[src/hw/rtl/nssc_pkg.sv]
package nssc_pkg;

	localparam int BYTE_W  = 8;
	localparam int NAME_W  = 5;
	localparam int COUNT_W = 12;
	localparam int CMD_W   = 2;

	localparam int CMD_QUEUE_DEPTH = 4;
	localparam int RES_QUEUE_DEPTH = 2;

	localparam logic [CMD_W-1:0] CMD_APPEND = 2'd0;
	localparam logic [CMD_W-1:0] CMD_REDEF  = 2'd1;
	localparam logic [CMD_W-1:0] CMD_CLEAR  = 2'd2;

	typedef enum logic [1:0] {
		OP_APPEND,
		OP_REDEF,
		OP_CLEAR,
		OP_NONE
	} op_t;

	typedef enum logic [1:0] {
		ST_EXEC,
		ST_DEL,
		ST_MOVE
	} back_state_t;

	typedef struct packed {
		logic [CMD_W-1:0]  command;
		logic [BYTE_W-1:0] char_byte;
		logic [NAME_W-1:0] name_index;
	} in_item_t;

	typedef struct packed {
		logic [COUNT_W-1:0] stored_bytes;
		logic [COUNT_W-1:0] free_bytes;
		logic [NAME_W-1:0]  selected_name;
		logic [COUNT_W-1:0] selected_length;
		logic               byte_dropped;
	} out_item_t;

	typedef struct packed {
		op_t               op;
		logic [BYTE_W-1:0] char_byte;
		logic [NAME_W-1:0] name;
	} cmd_t;

endpackage

[src/hw/rtl/nssc_fifo.sv]
module nssc_fifo #(
	parameter int DEPTH = 2,
	parameter type T = logic
) (
	input  logic clk,
	input  logic arst_n,
	input  logic wr,
	output logic full,
	input  T     din,
	input  logic rd,
	output logic empty,
	output T     dout
);

	localparam int PW = (DEPTH > 1) ? $clog2(DEPTH) : 1;
	localparam int CW = $clog2(DEPTH + 1);

	T               data_q [DEPTH];
	logic [PW-1:0]  wptr_q;
	logic [PW-1:0]  rptr_q;
	logic [CW-1:0]  cnt_q;
	logic           do_wr;
	logic           do_rd;

	assign full  = (cnt_q == CW'(DEPTH));
	assign empty = (cnt_q == '0);
	assign do_wr = wr && !full;
	assign do_rd = rd && !empty;
	assign dout  = data_q[rptr_q];

	always_ff @(posedge clk) begin
		if (do_wr)
			data_q[wptr_q] <= din;
	end

	always_ff @(posedge clk or negedge arst_n) begin
		if (!arst_n) begin
			wptr_q <= '0;
			rptr_q <= '0;
			cnt_q  <= '0;
		end else begin
			if (do_wr)
				wptr_q <= (wptr_q == PW'(DEPTH - 1)) ? '0 : wptr_q + 1'b1;
			if (do_rd)
				rptr_q <= (rptr_q == PW'(DEPTH - 1)) ? '0 : rptr_q + 1'b1;
			if (do_wr && !do_rd)
				cnt_q <= cnt_q + 1'b1;
			else if (do_rd && !do_wr)
				cnt_q <= cnt_q - 1'b1;
		end
	end

endmodule

[src/hw/rtl/nssc_front.sv]
module nssc_front #(
	parameter int NAME_COUNT = 26
) (
	input  logic               clk,
	input  logic               arst_n,
	input  logic               push,
	output logic               full,
	input  nssc_pkg::in_item_t request,
	input  logic               cmd_pop,
	output logic               cmd_valid,
	output nssc_pkg::cmd_t     cmd
);

	nssc_pkg::cmd_t cls;
	logic           cmd_empty;

	always_comb begin
		cls.char_byte = request.char_byte;
		cls.name      = request.name_index;
		unique case (request.command)
			nssc_pkg::CMD_APPEND: cls.op = nssc_pkg::OP_APPEND;
			nssc_pkg::CMD_REDEF:
				cls.op = (int'(request.name_index) < NAME_COUNT) ?
					nssc_pkg::OP_REDEF : nssc_pkg::OP_NONE;
			nssc_pkg::CMD_CLEAR:  cls.op = nssc_pkg::OP_CLEAR;
			default:              cls.op = nssc_pkg::OP_NONE;
		endcase
	end

	nssc_fifo #(
		.DEPTH(nssc_pkg::CMD_QUEUE_DEPTH),
		.T(nssc_pkg::cmd_t)
	) u_cmd_queue (
		.clk   (clk),
		.arst_n(arst_n),
		.wr    (push),
		.full  (full),
		.din   (cls),
		.rd    (cmd_pop),
		.empty (cmd_empty),
		.dout  (cmd)
	);

	assign cmd_valid = !cmd_empty;

endmodule

[src/hw/rtl/nssc_back.sv]
module nssc_back #(
	parameter int MEM_BYTES  = 2048,
	parameter int NAME_COUNT = 26
) (
	input  logic                clk,
	input  logic                arst_n,
	input  logic                cmd_valid,
	input  nssc_pkg::cmd_t      cmd,
	output logic                cmd_pop,
	input  logic                res_full,
	output logic                res_push,
	output nssc_pkg::out_item_t res
);

	localparam int AW  = $clog2(MEM_BYTES + 1);
	localparam int MA  = $clog2(MEM_BYTES);
	localparam int NIW = (NAME_COUNT > 1) ? $clog2(NAME_COUNT) : 1;
	localparam int CW  = nssc_pkg::COUNT_W;
	localparam int NW  = nssc_pkg::NAME_W;

	nssc_pkg::back_state_t state_q, state_d;

	logic [7:0]     mem [MEM_BYTES];
	logic [7:0]     rdata_s1;
	logic           rd_v_s1;

	logic [AW-1:0]  len_q   [NAME_COUNT];
	logic [AW-1:0]  start_q [NAME_COUNT];
	logic [AW-1:0]  total_q;
	logic [AW-1:0]  sel_len_q;
	logic [NIW-1:0] cur_q;

	logic [AW-1:0]  del_start_q;
	logic [AW-1:0]  del_len_q;
	logic [NIW-1:0] del_name_q;
	logic [AW-1:0]  src_q;
	logic [AW-1:0]  dst_q;
	logic [AW-1:0]  end_q;

	logic [NIW-1:0] vname;
	logic [AW-1:0]  vstart;
	logic [AW-1:0]  vlen;
	logic [AW-1:0]  clip_start;
	logic [AW-1:0]  clip_rem;
	logic [AW-1:0]  clip_len;
	logic           victim_nz;
	logic           room;

	logic do_append, do_select, do_capture, do_clear, do_del;
	logic move_rd, move_done;

	logic [AW-1:0]  total_n;
	logic [AW-1:0]  sel_n;
	logic [NIW-1:0] cur_n;
	logic           dropped;

	logic           mem_we;
	logic [MA-1:0]  mem_waddr;
	logic [7:0]     mem_wdata;

	assign vname      = NIW'(cmd.name);
	assign vstart     = start_q[vname];
	assign vlen       = len_q[vname];
	assign victim_nz  = (vlen != '0);
	assign clip_start = (vstart > total_q) ? total_q : vstart;
	assign clip_rem   = total_q - clip_start;
	assign clip_len   = (vlen > clip_rem) ? clip_rem : vlen;
	assign room       = (total_q != AW'(MEM_BYTES));

	assign move_rd   = (state_q == nssc_pkg::ST_MOVE) && (src_q != end_q);
	assign move_done = (state_q == nssc_pkg::ST_MOVE) && !move_rd && !rd_v_s1;

	always_comb begin
		state_d = state_q;
		unique case (state_q)
			nssc_pkg::ST_EXEC:
				if (cmd_valid && !res_full && cmd.op == nssc_pkg::OP_REDEF && victim_nz)
					state_d = nssc_pkg::ST_DEL;
			nssc_pkg::ST_DEL:
				if (!res_full)
					state_d = nssc_pkg::ST_MOVE;
			nssc_pkg::ST_MOVE:
				if (move_done)
					state_d = nssc_pkg::ST_EXEC;
			default: state_d = nssc_pkg::ST_EXEC;
		endcase
	end

	always_comb begin
		cmd_pop    = 1'b0;
		res_push   = 1'b0;
		do_append  = 1'b0;
		do_select  = 1'b0;
		do_capture = 1'b0;
		do_clear   = 1'b0;
		do_del     = 1'b0;
		unique case (state_q)
			nssc_pkg::ST_EXEC:
				if (cmd_valid && !res_full) begin
					cmd_pop = 1'b1;
					unique case (cmd.op)
						nssc_pkg::OP_APPEND: begin
							do_append = 1'b1;
							res_push  = 1'b1;
						end
						nssc_pkg::OP_REDEF: begin
							if (victim_nz)
								do_capture = 1'b1;
							else begin
								do_select = 1'b1;
								res_push  = 1'b1;
							end
						end
						nssc_pkg::OP_CLEAR: begin
							do_clear = 1'b1;
							res_push = 1'b1;
						end
						nssc_pkg::OP_NONE: res_push = 1'b1;
					endcase
				end
			nssc_pkg::ST_DEL:
				if (!res_full) begin
					do_del   = 1'b1;
					res_push = 1'b1;
				end
			nssc_pkg::ST_MOVE: ;
			default: ;
		endcase
	end

	always_comb begin
		total_n = total_q;
		sel_n   = sel_len_q;
		cur_n   = cur_q;
		dropped = 1'b0;
		if (do_append) begin
			if (room) begin
				total_n = total_q + 1'b1;
				sel_n   = sel_len_q + 1'b1;
			end else
				dropped = 1'b1;
		end
		if (do_select) begin
			cur_n = vname;
			sel_n = '0;
		end
		if (do_clear) begin
			total_n = '0;
			cur_n   = '0;
			sel_n   = '0;
		end
		if (do_del) begin
			total_n = total_q - del_len_q;
			cur_n   = del_name_q;
			sel_n   = '0;
		end
	end

	always_comb begin
		res.stored_bytes    = CW'(total_n);
		res.free_bytes      = CW'(AW'(MEM_BYTES) - total_n);
		res.selected_name   = NW'(cur_n);
		res.selected_length = CW'(sel_n);
		res.byte_dropped    = dropped;
	end

	always_ff @(posedge clk or negedge arst_n) begin
		if (!arst_n) begin
			state_q   <= nssc_pkg::ST_EXEC;
			total_q   <= '0;
			sel_len_q <= '0;
			cur_q     <= '0;
			rd_v_s1   <= 1'b0;
			for (int i = 0; i < NAME_COUNT; i++) begin
				len_q[i]   <= '0;
				start_q[i] <= '0;
			end
		end else begin
			state_q   <= state_d;
			total_q   <= total_n;
			sel_len_q <= sel_n;
			cur_q     <= cur_n;
			rd_v_s1   <= move_rd;
			if (do_append && room)
				len_q[cur_q] <= sel_len_q + 1'b1;
			if (do_select)
				start_q[vname] <= total_q;
			if (do_clear) begin
				for (int i = 0; i < NAME_COUNT; i++) begin
					len_q[i]   <= '0;
					start_q[i] <= '0;
				end
			end
			if (do_del) begin
				for (int i = 0; i < NAME_COUNT; i++) begin
					if (len_q[i] != '0 && start_q[i] > del_start_q)
						start_q[i] <= (start_q[i] >= del_len_q) ?
							start_q[i] - del_len_q : '0;
				end
				start_q[del_name_q] <= total_q - del_len_q;
				len_q[del_name_q]   <= '0;
			end
		end
	end

	always_ff @(posedge clk) begin
		if (do_capture) begin
			del_start_q <= clip_start;
			del_len_q   <= clip_len;
			del_name_q  <= vname;
		end
		if (do_del) begin
			src_q <= del_start_q + del_len_q;
			dst_q <= del_start_q;
			end_q <= total_q;
		end else begin
			if (move_rd)
				src_q <= src_q + 1'b1;
			if (rd_v_s1)
				dst_q <= dst_q + 1'b1;
		end
	end

	// compaction: read at src, write at dst in the cycle after
	assign mem_we    = (do_append && room) || rd_v_s1;
	assign mem_waddr = rd_v_s1 ? MA'(dst_q) : MA'(total_q);
	assign mem_wdata = rd_v_s1 ? rdata_s1 : cmd.char_byte;

	always_ff @(posedge clk) begin
		if (mem_we)
			mem[mem_waddr] <= mem_wdata;
		rdata_s1 <= mem[MA'(src_q)];
	end

endmodule

[src/hw/rtl/named_string_store_compactor.sv]
// An append, clear or plain select reaches the result ports through the command queue
// register and the result queue register. A redefine of a non-empty name reports from
// its deletion state, then the byte memory's read and write ports move each byte after
// the deleted string down (none when no bytes follow it). Throughput: 1 item per cycle
// for appends, clears and selects while the result queue has room; a deletion blocks
// the back end for the compaction, while the command queue still takes items until full.
// Reset (arst_n, async low): empties both queues, zeroes all lengths, starts and totals.
module named_string_store_compactor #(
	parameter int MEM_BYTES  = 2048,
	parameter int NAME_COUNT = 26
) (
	input  logic                clk,
	input  logic                arst_n,
	input  logic                push,
	output logic                full,
	input  nssc_pkg::in_item_t  request,
	output logic                empty,
	input  logic                pop,
	output nssc_pkg::out_item_t result
);

	nssc_pkg::cmd_t      cmd;
	nssc_pkg::out_item_t res;
	logic                cmd_valid;
	logic                cmd_pop;
	logic                res_full;
	logic                res_push;

	nssc_front #(
		.NAME_COUNT(NAME_COUNT)
	) u_front (
		.clk      (clk),
		.arst_n   (arst_n),
		.push     (push),
		.full     (full),
		.request  (request),
		.cmd_pop  (cmd_pop),
		.cmd_valid(cmd_valid),
		.cmd      (cmd)
	);

	nssc_back #(
		.MEM_BYTES (MEM_BYTES),
		.NAME_COUNT(NAME_COUNT)
	) u_back (
		.clk      (clk),
		.arst_n   (arst_n),
		.cmd_valid(cmd_valid),
		.cmd      (cmd),
		.cmd_pop  (cmd_pop),
		.res_full (res_full),
		.res_push (res_push),
		.res      (res)
	);

	nssc_fifo #(
		.DEPTH(nssc_pkg::RES_QUEUE_DEPTH),
		.T(nssc_pkg::out_item_t)
	) u_res_queue (
		.clk   (clk),
		.arst_n(arst_n),
		.wr    (res_push),
		.full  (res_full),
		.din   (res),
		.rd    (pop),
		.empty (empty),
		.dout  (result)
	);

endmodule

[config.mk]
export PLATFORM = sky130hd
export DESIGN_NAME = named_string_store_compactor
export DESIGN_NICKNAME = d
export VERILOG_FILES = /design/src/hw/rtl/nssc_pkg.sv /design/src/hw/rtl/nssc_fifo.sv /design/src/hw/rtl/nssc_front.sv /design/src/hw/rtl/nssc_back.sv /design/src/hw/rtl/named_string_store_compactor.sv
export SDC_FILE = /design/constraint.sdc
export NUM_CORES = 2
export LEC_CHECK = 0
export BUFFER_PORTS_ARGS = -buffer_cell sky130_fd_sc_hd__buf_2
export CAP_MARGIN = 40
export CORE_MARGIN = 2
export CORE_UTILIZATION = 58
export DETAILED_ROUTE_END_ITERATION = 8
export PLACE_DENSITY = 0.81
export SYNTH_ARGS = -nofsm -noshare
export SYNTH_HDL_FRONTEND = slang
export SYNTH_HIERARCHICAL = 1
export SYNTH_SLANG_ARGS = --single-unit
export TNS_END_PERCENT = 1
[constraint.sdc]
create_clock -name clk -period 11.45 [get_ports clk]
set_input_delay 2.29 -clock clk [delete_from_list [all_inputs] [get_ports clk]]
set_output_delay 2.29 -clock clk [all_outputs]
set_load 0.02 [all_outputs]
==> impl_metrics.yaml <==
run_status:
  status: "finished, final reports clean"
critical_path:
  max_stage_delay_ns: 1.10
  path_delay_family: "compound AO/OA/AOI/OAI gates"
  r2r-start: "u_front/u_cmd_queue/rptr_q[0]$_DFFE_PN0P_"
  cp.required_ns: 11.92
  cp-end-kind: "register"
  path_class: "reg -> reg"
  cp.arrival_ns: 10.15
  reg2reg_to: "u_back/del_len_q[1]$_DFFE_PP_"
  critPathMaxFanout: 32
  start_kind: "register"
  cp_slowest_cell: "mux4_4"
  worst-r2r-setup-slack_ns: 1.77
  reg2reg_depth: 29
  crit_buf_inv: 3
timing:
  relSlewSlack_pct: 29.03
  fmax_ghz: 0.1033
  skew_ns: 0.07191
  finalCritPeriodShare_pct: 84.55
  tightest_slew_ns: 1.065
  timing.final.hold_violations: 0
  setup_violations: 0
  fin_setup_tns_ns: 0
  report.final.slew_viol_count: 0
  fin_crit_ns: 9.681
  rsz0062_at_grt: "no"
  whs_ns: 0.5470
detailed_routing:
  wl_per_cell_um: 32.09
  drtIter0Drc: 9994
  drtPass1Iterations: 9
  ant_nets: 0
  drc: 0
  wl_um: 287800
  vias: 66090
  routed_via_density: 7.369
hold_path:
  hold_class: "reg -> reg"
  min_from: "u_res_queue/cnt_q[1]$_DFFE_PN0P_"
  worstHoldPathCells: 1
  hold_path_end: "u_res_queue/cnt_q[1]$_DFFE_PN0P_"
global_route:
  grt_pass1_wl_um: 416900
  grt_max_degree: 137
  grt_pass1_vias: 62540
  antenna_found_initial: 23
  track_usage_pct: 46.94
  grt_overflow: 0
synthesis:
  synth_area_um2: 67880
  ys_warn_count: 6
  syn-instance-count: 7411
  syn_nets: 8150
  avgSynthCellArea_um2: 9.159
final_layout:
  regArea_um2: 21660
  multi_input_area_um2: 43660
  fin_nets: 8080
  flow.area_growth_from_synthesis_pct: 8.798
  n_fill_cell: 9336
  layout-drive-gt1-share_pct: 10.89
die:
  coreArea_um2: 116200
  rows: 125
  ios: 63
  die_w_um: 346.1
  start_util_pct: 58.41
  die_y_um: 346.1
  fp.dieArea_um2: 119800
pwr:
  p_leak_nw: 33.41
  power_density_nw_per_um2: 201.1
  ir_drop_uv: 277.2
cts:
  cts.root.buffer_cell: "clkbuf_16"
  clock_latency_ns: 0.75
  clk_path_buf_depth: 3
  ctsHoldBuffers: 0
  post_cts_resized: 0
  path_clk_slew_ns: 0.06
  htreeDepth: 3
  numCtsBuffers: 94
  numClockSinks: 832
  post_cts_buffers: 0
  tritoncts: "done"
placed_design:
  place_congestion: 1.074
  portBuffers: 54
  place_hpwl_um: 193800
job:
  drv_cap: 0
## cells in the final DEF, fill, tap and decap left out, types with 73 or more instances in the layout
cell / count
a211oi_1: 301
clkbuf_16: 96
nand2_1: 245
mux2i_1: 314
a21oi_1: 743
nand3_1: 73
ha_1: 690
o22ai_1: 301
o21ai_0: 476
a21o_1: 213
xor2_1: 126
nand4_1: 145
a31oi_1: 119
nor4_1: 88
dfrtp_1: 659
buf_4: 223
mux4_2: 148
nor2_1: 882
edfxtp_1: 165
xnor2_1: 190
nor3_1: 93
nor2b_1: 74
inv_1: 171
## metal layers
metal / GRT usage, % / share of wire [%] / vias to the layer above
li1: - / - / 27810
met4: 35.50 / 9.5 / 16
met3: 18.38 / 16 / 1540
met5: 0 / 0.047 / -
met2: 65.01 / 40 / 5363
met1: 58.78 / 35 / 31360
## where the power goes
part           switching, mW  internal (mW)  leakage (nW)
clock                   1.41           1.86          1.61
sequential             0.507           3.52          10.7
combinational           5.09           2.47          21.1
## worst reg2reg max path, delay by kind of cell (launching register included)
family	cells	cell delay (ns)
adder cells (fa/ha/maj)	3	1.04
flip-flops	1	0.69
AO/OA/AOI/OAI	10	2.58
multiplexers	4	2.51
AND/OR/NAND/NOR	9	1.75
buffers and inverters	3	0.85
## worst max path at each step
stage	from	end	slack (ns)	cells after the start
detailed placement	u_front/u_cmd_queue/rptr_q[0]$_DFFE_PN0P_	u_back/del_len_q[1]$_DFFE_PP_	1.97	29
finish	u_front/u_cmd_queue/rptr_q[0]$_DFFE_PN0P_	u_back/del_len_q[1]$_DFFE_PP_	1.77	29
floorplan	u_front/u_cmd_queue/rptr_q[0]$_DFFE_PN0P_	u_back/del_len_q[10]$_DFFE_PP_	2.63	41
CTS	u_front/u_cmd_queue/rptr_q[0]$_DFFE_PN0P_	u_back/del_len_q[1]$_DFFE_PP_	1.92	29
global route	u_front/u_cmd_queue/rptr_q[0]$_DFFE_PN0P_	u_back/del_len_q[1]$_DFFE_PP_	1.33	29
global placement	u_front/u_cmd_queue/rptr_q[0]$_DFFE_PN0P_	u_back/del_len_q[1]$_DFFE_PP_	1.93	29
## area by class of cell
class	instances	area share [%]
well taps	1524	2.582
multi-input cells	5902	59.12
repair buffers	312	3.388
flip-flops and latches	832	29.32
diodes	22	0.07455
clock buffers	135	3.754
clock inverters	42	0.7370
inverters	199	1.017
## registers in the layout (all words and copies together) (netlist names), 3 cells and up
signal                      flops
u_back/src_q                   12
u_back/del_name_q               5
u_back/len_q                  312
u_back/end_q                   12
u_back/del_start_q             12
u_back/sel_len_q               12
u_back/start_q                312
u_front/u_cmd_queue/cnt_q       3
u_back/total_q                 12
u_back/cur_q                    5
u_front/u_cmd_queue/data_q     28
u_res_queue/data_q             84
u_back/del_len_q               12
## metrics by stage
stage               util [%]  area (µm²)  setup WS, ns  cells  power, mW
floorplan                  -       67880         2.633   7411      8.345
global placement       60.05       69780         1.929   8713      10.99
detailed placement     60.64       70470         1.969   8767      11.14
CTS                    63.49       73780         1.924   8944      14.40
global route           63.51       73800         1.335   8948      15.23
finish                 63.55       73850         1.769   8968      14.85
Power figures use the tool's default switching activity.
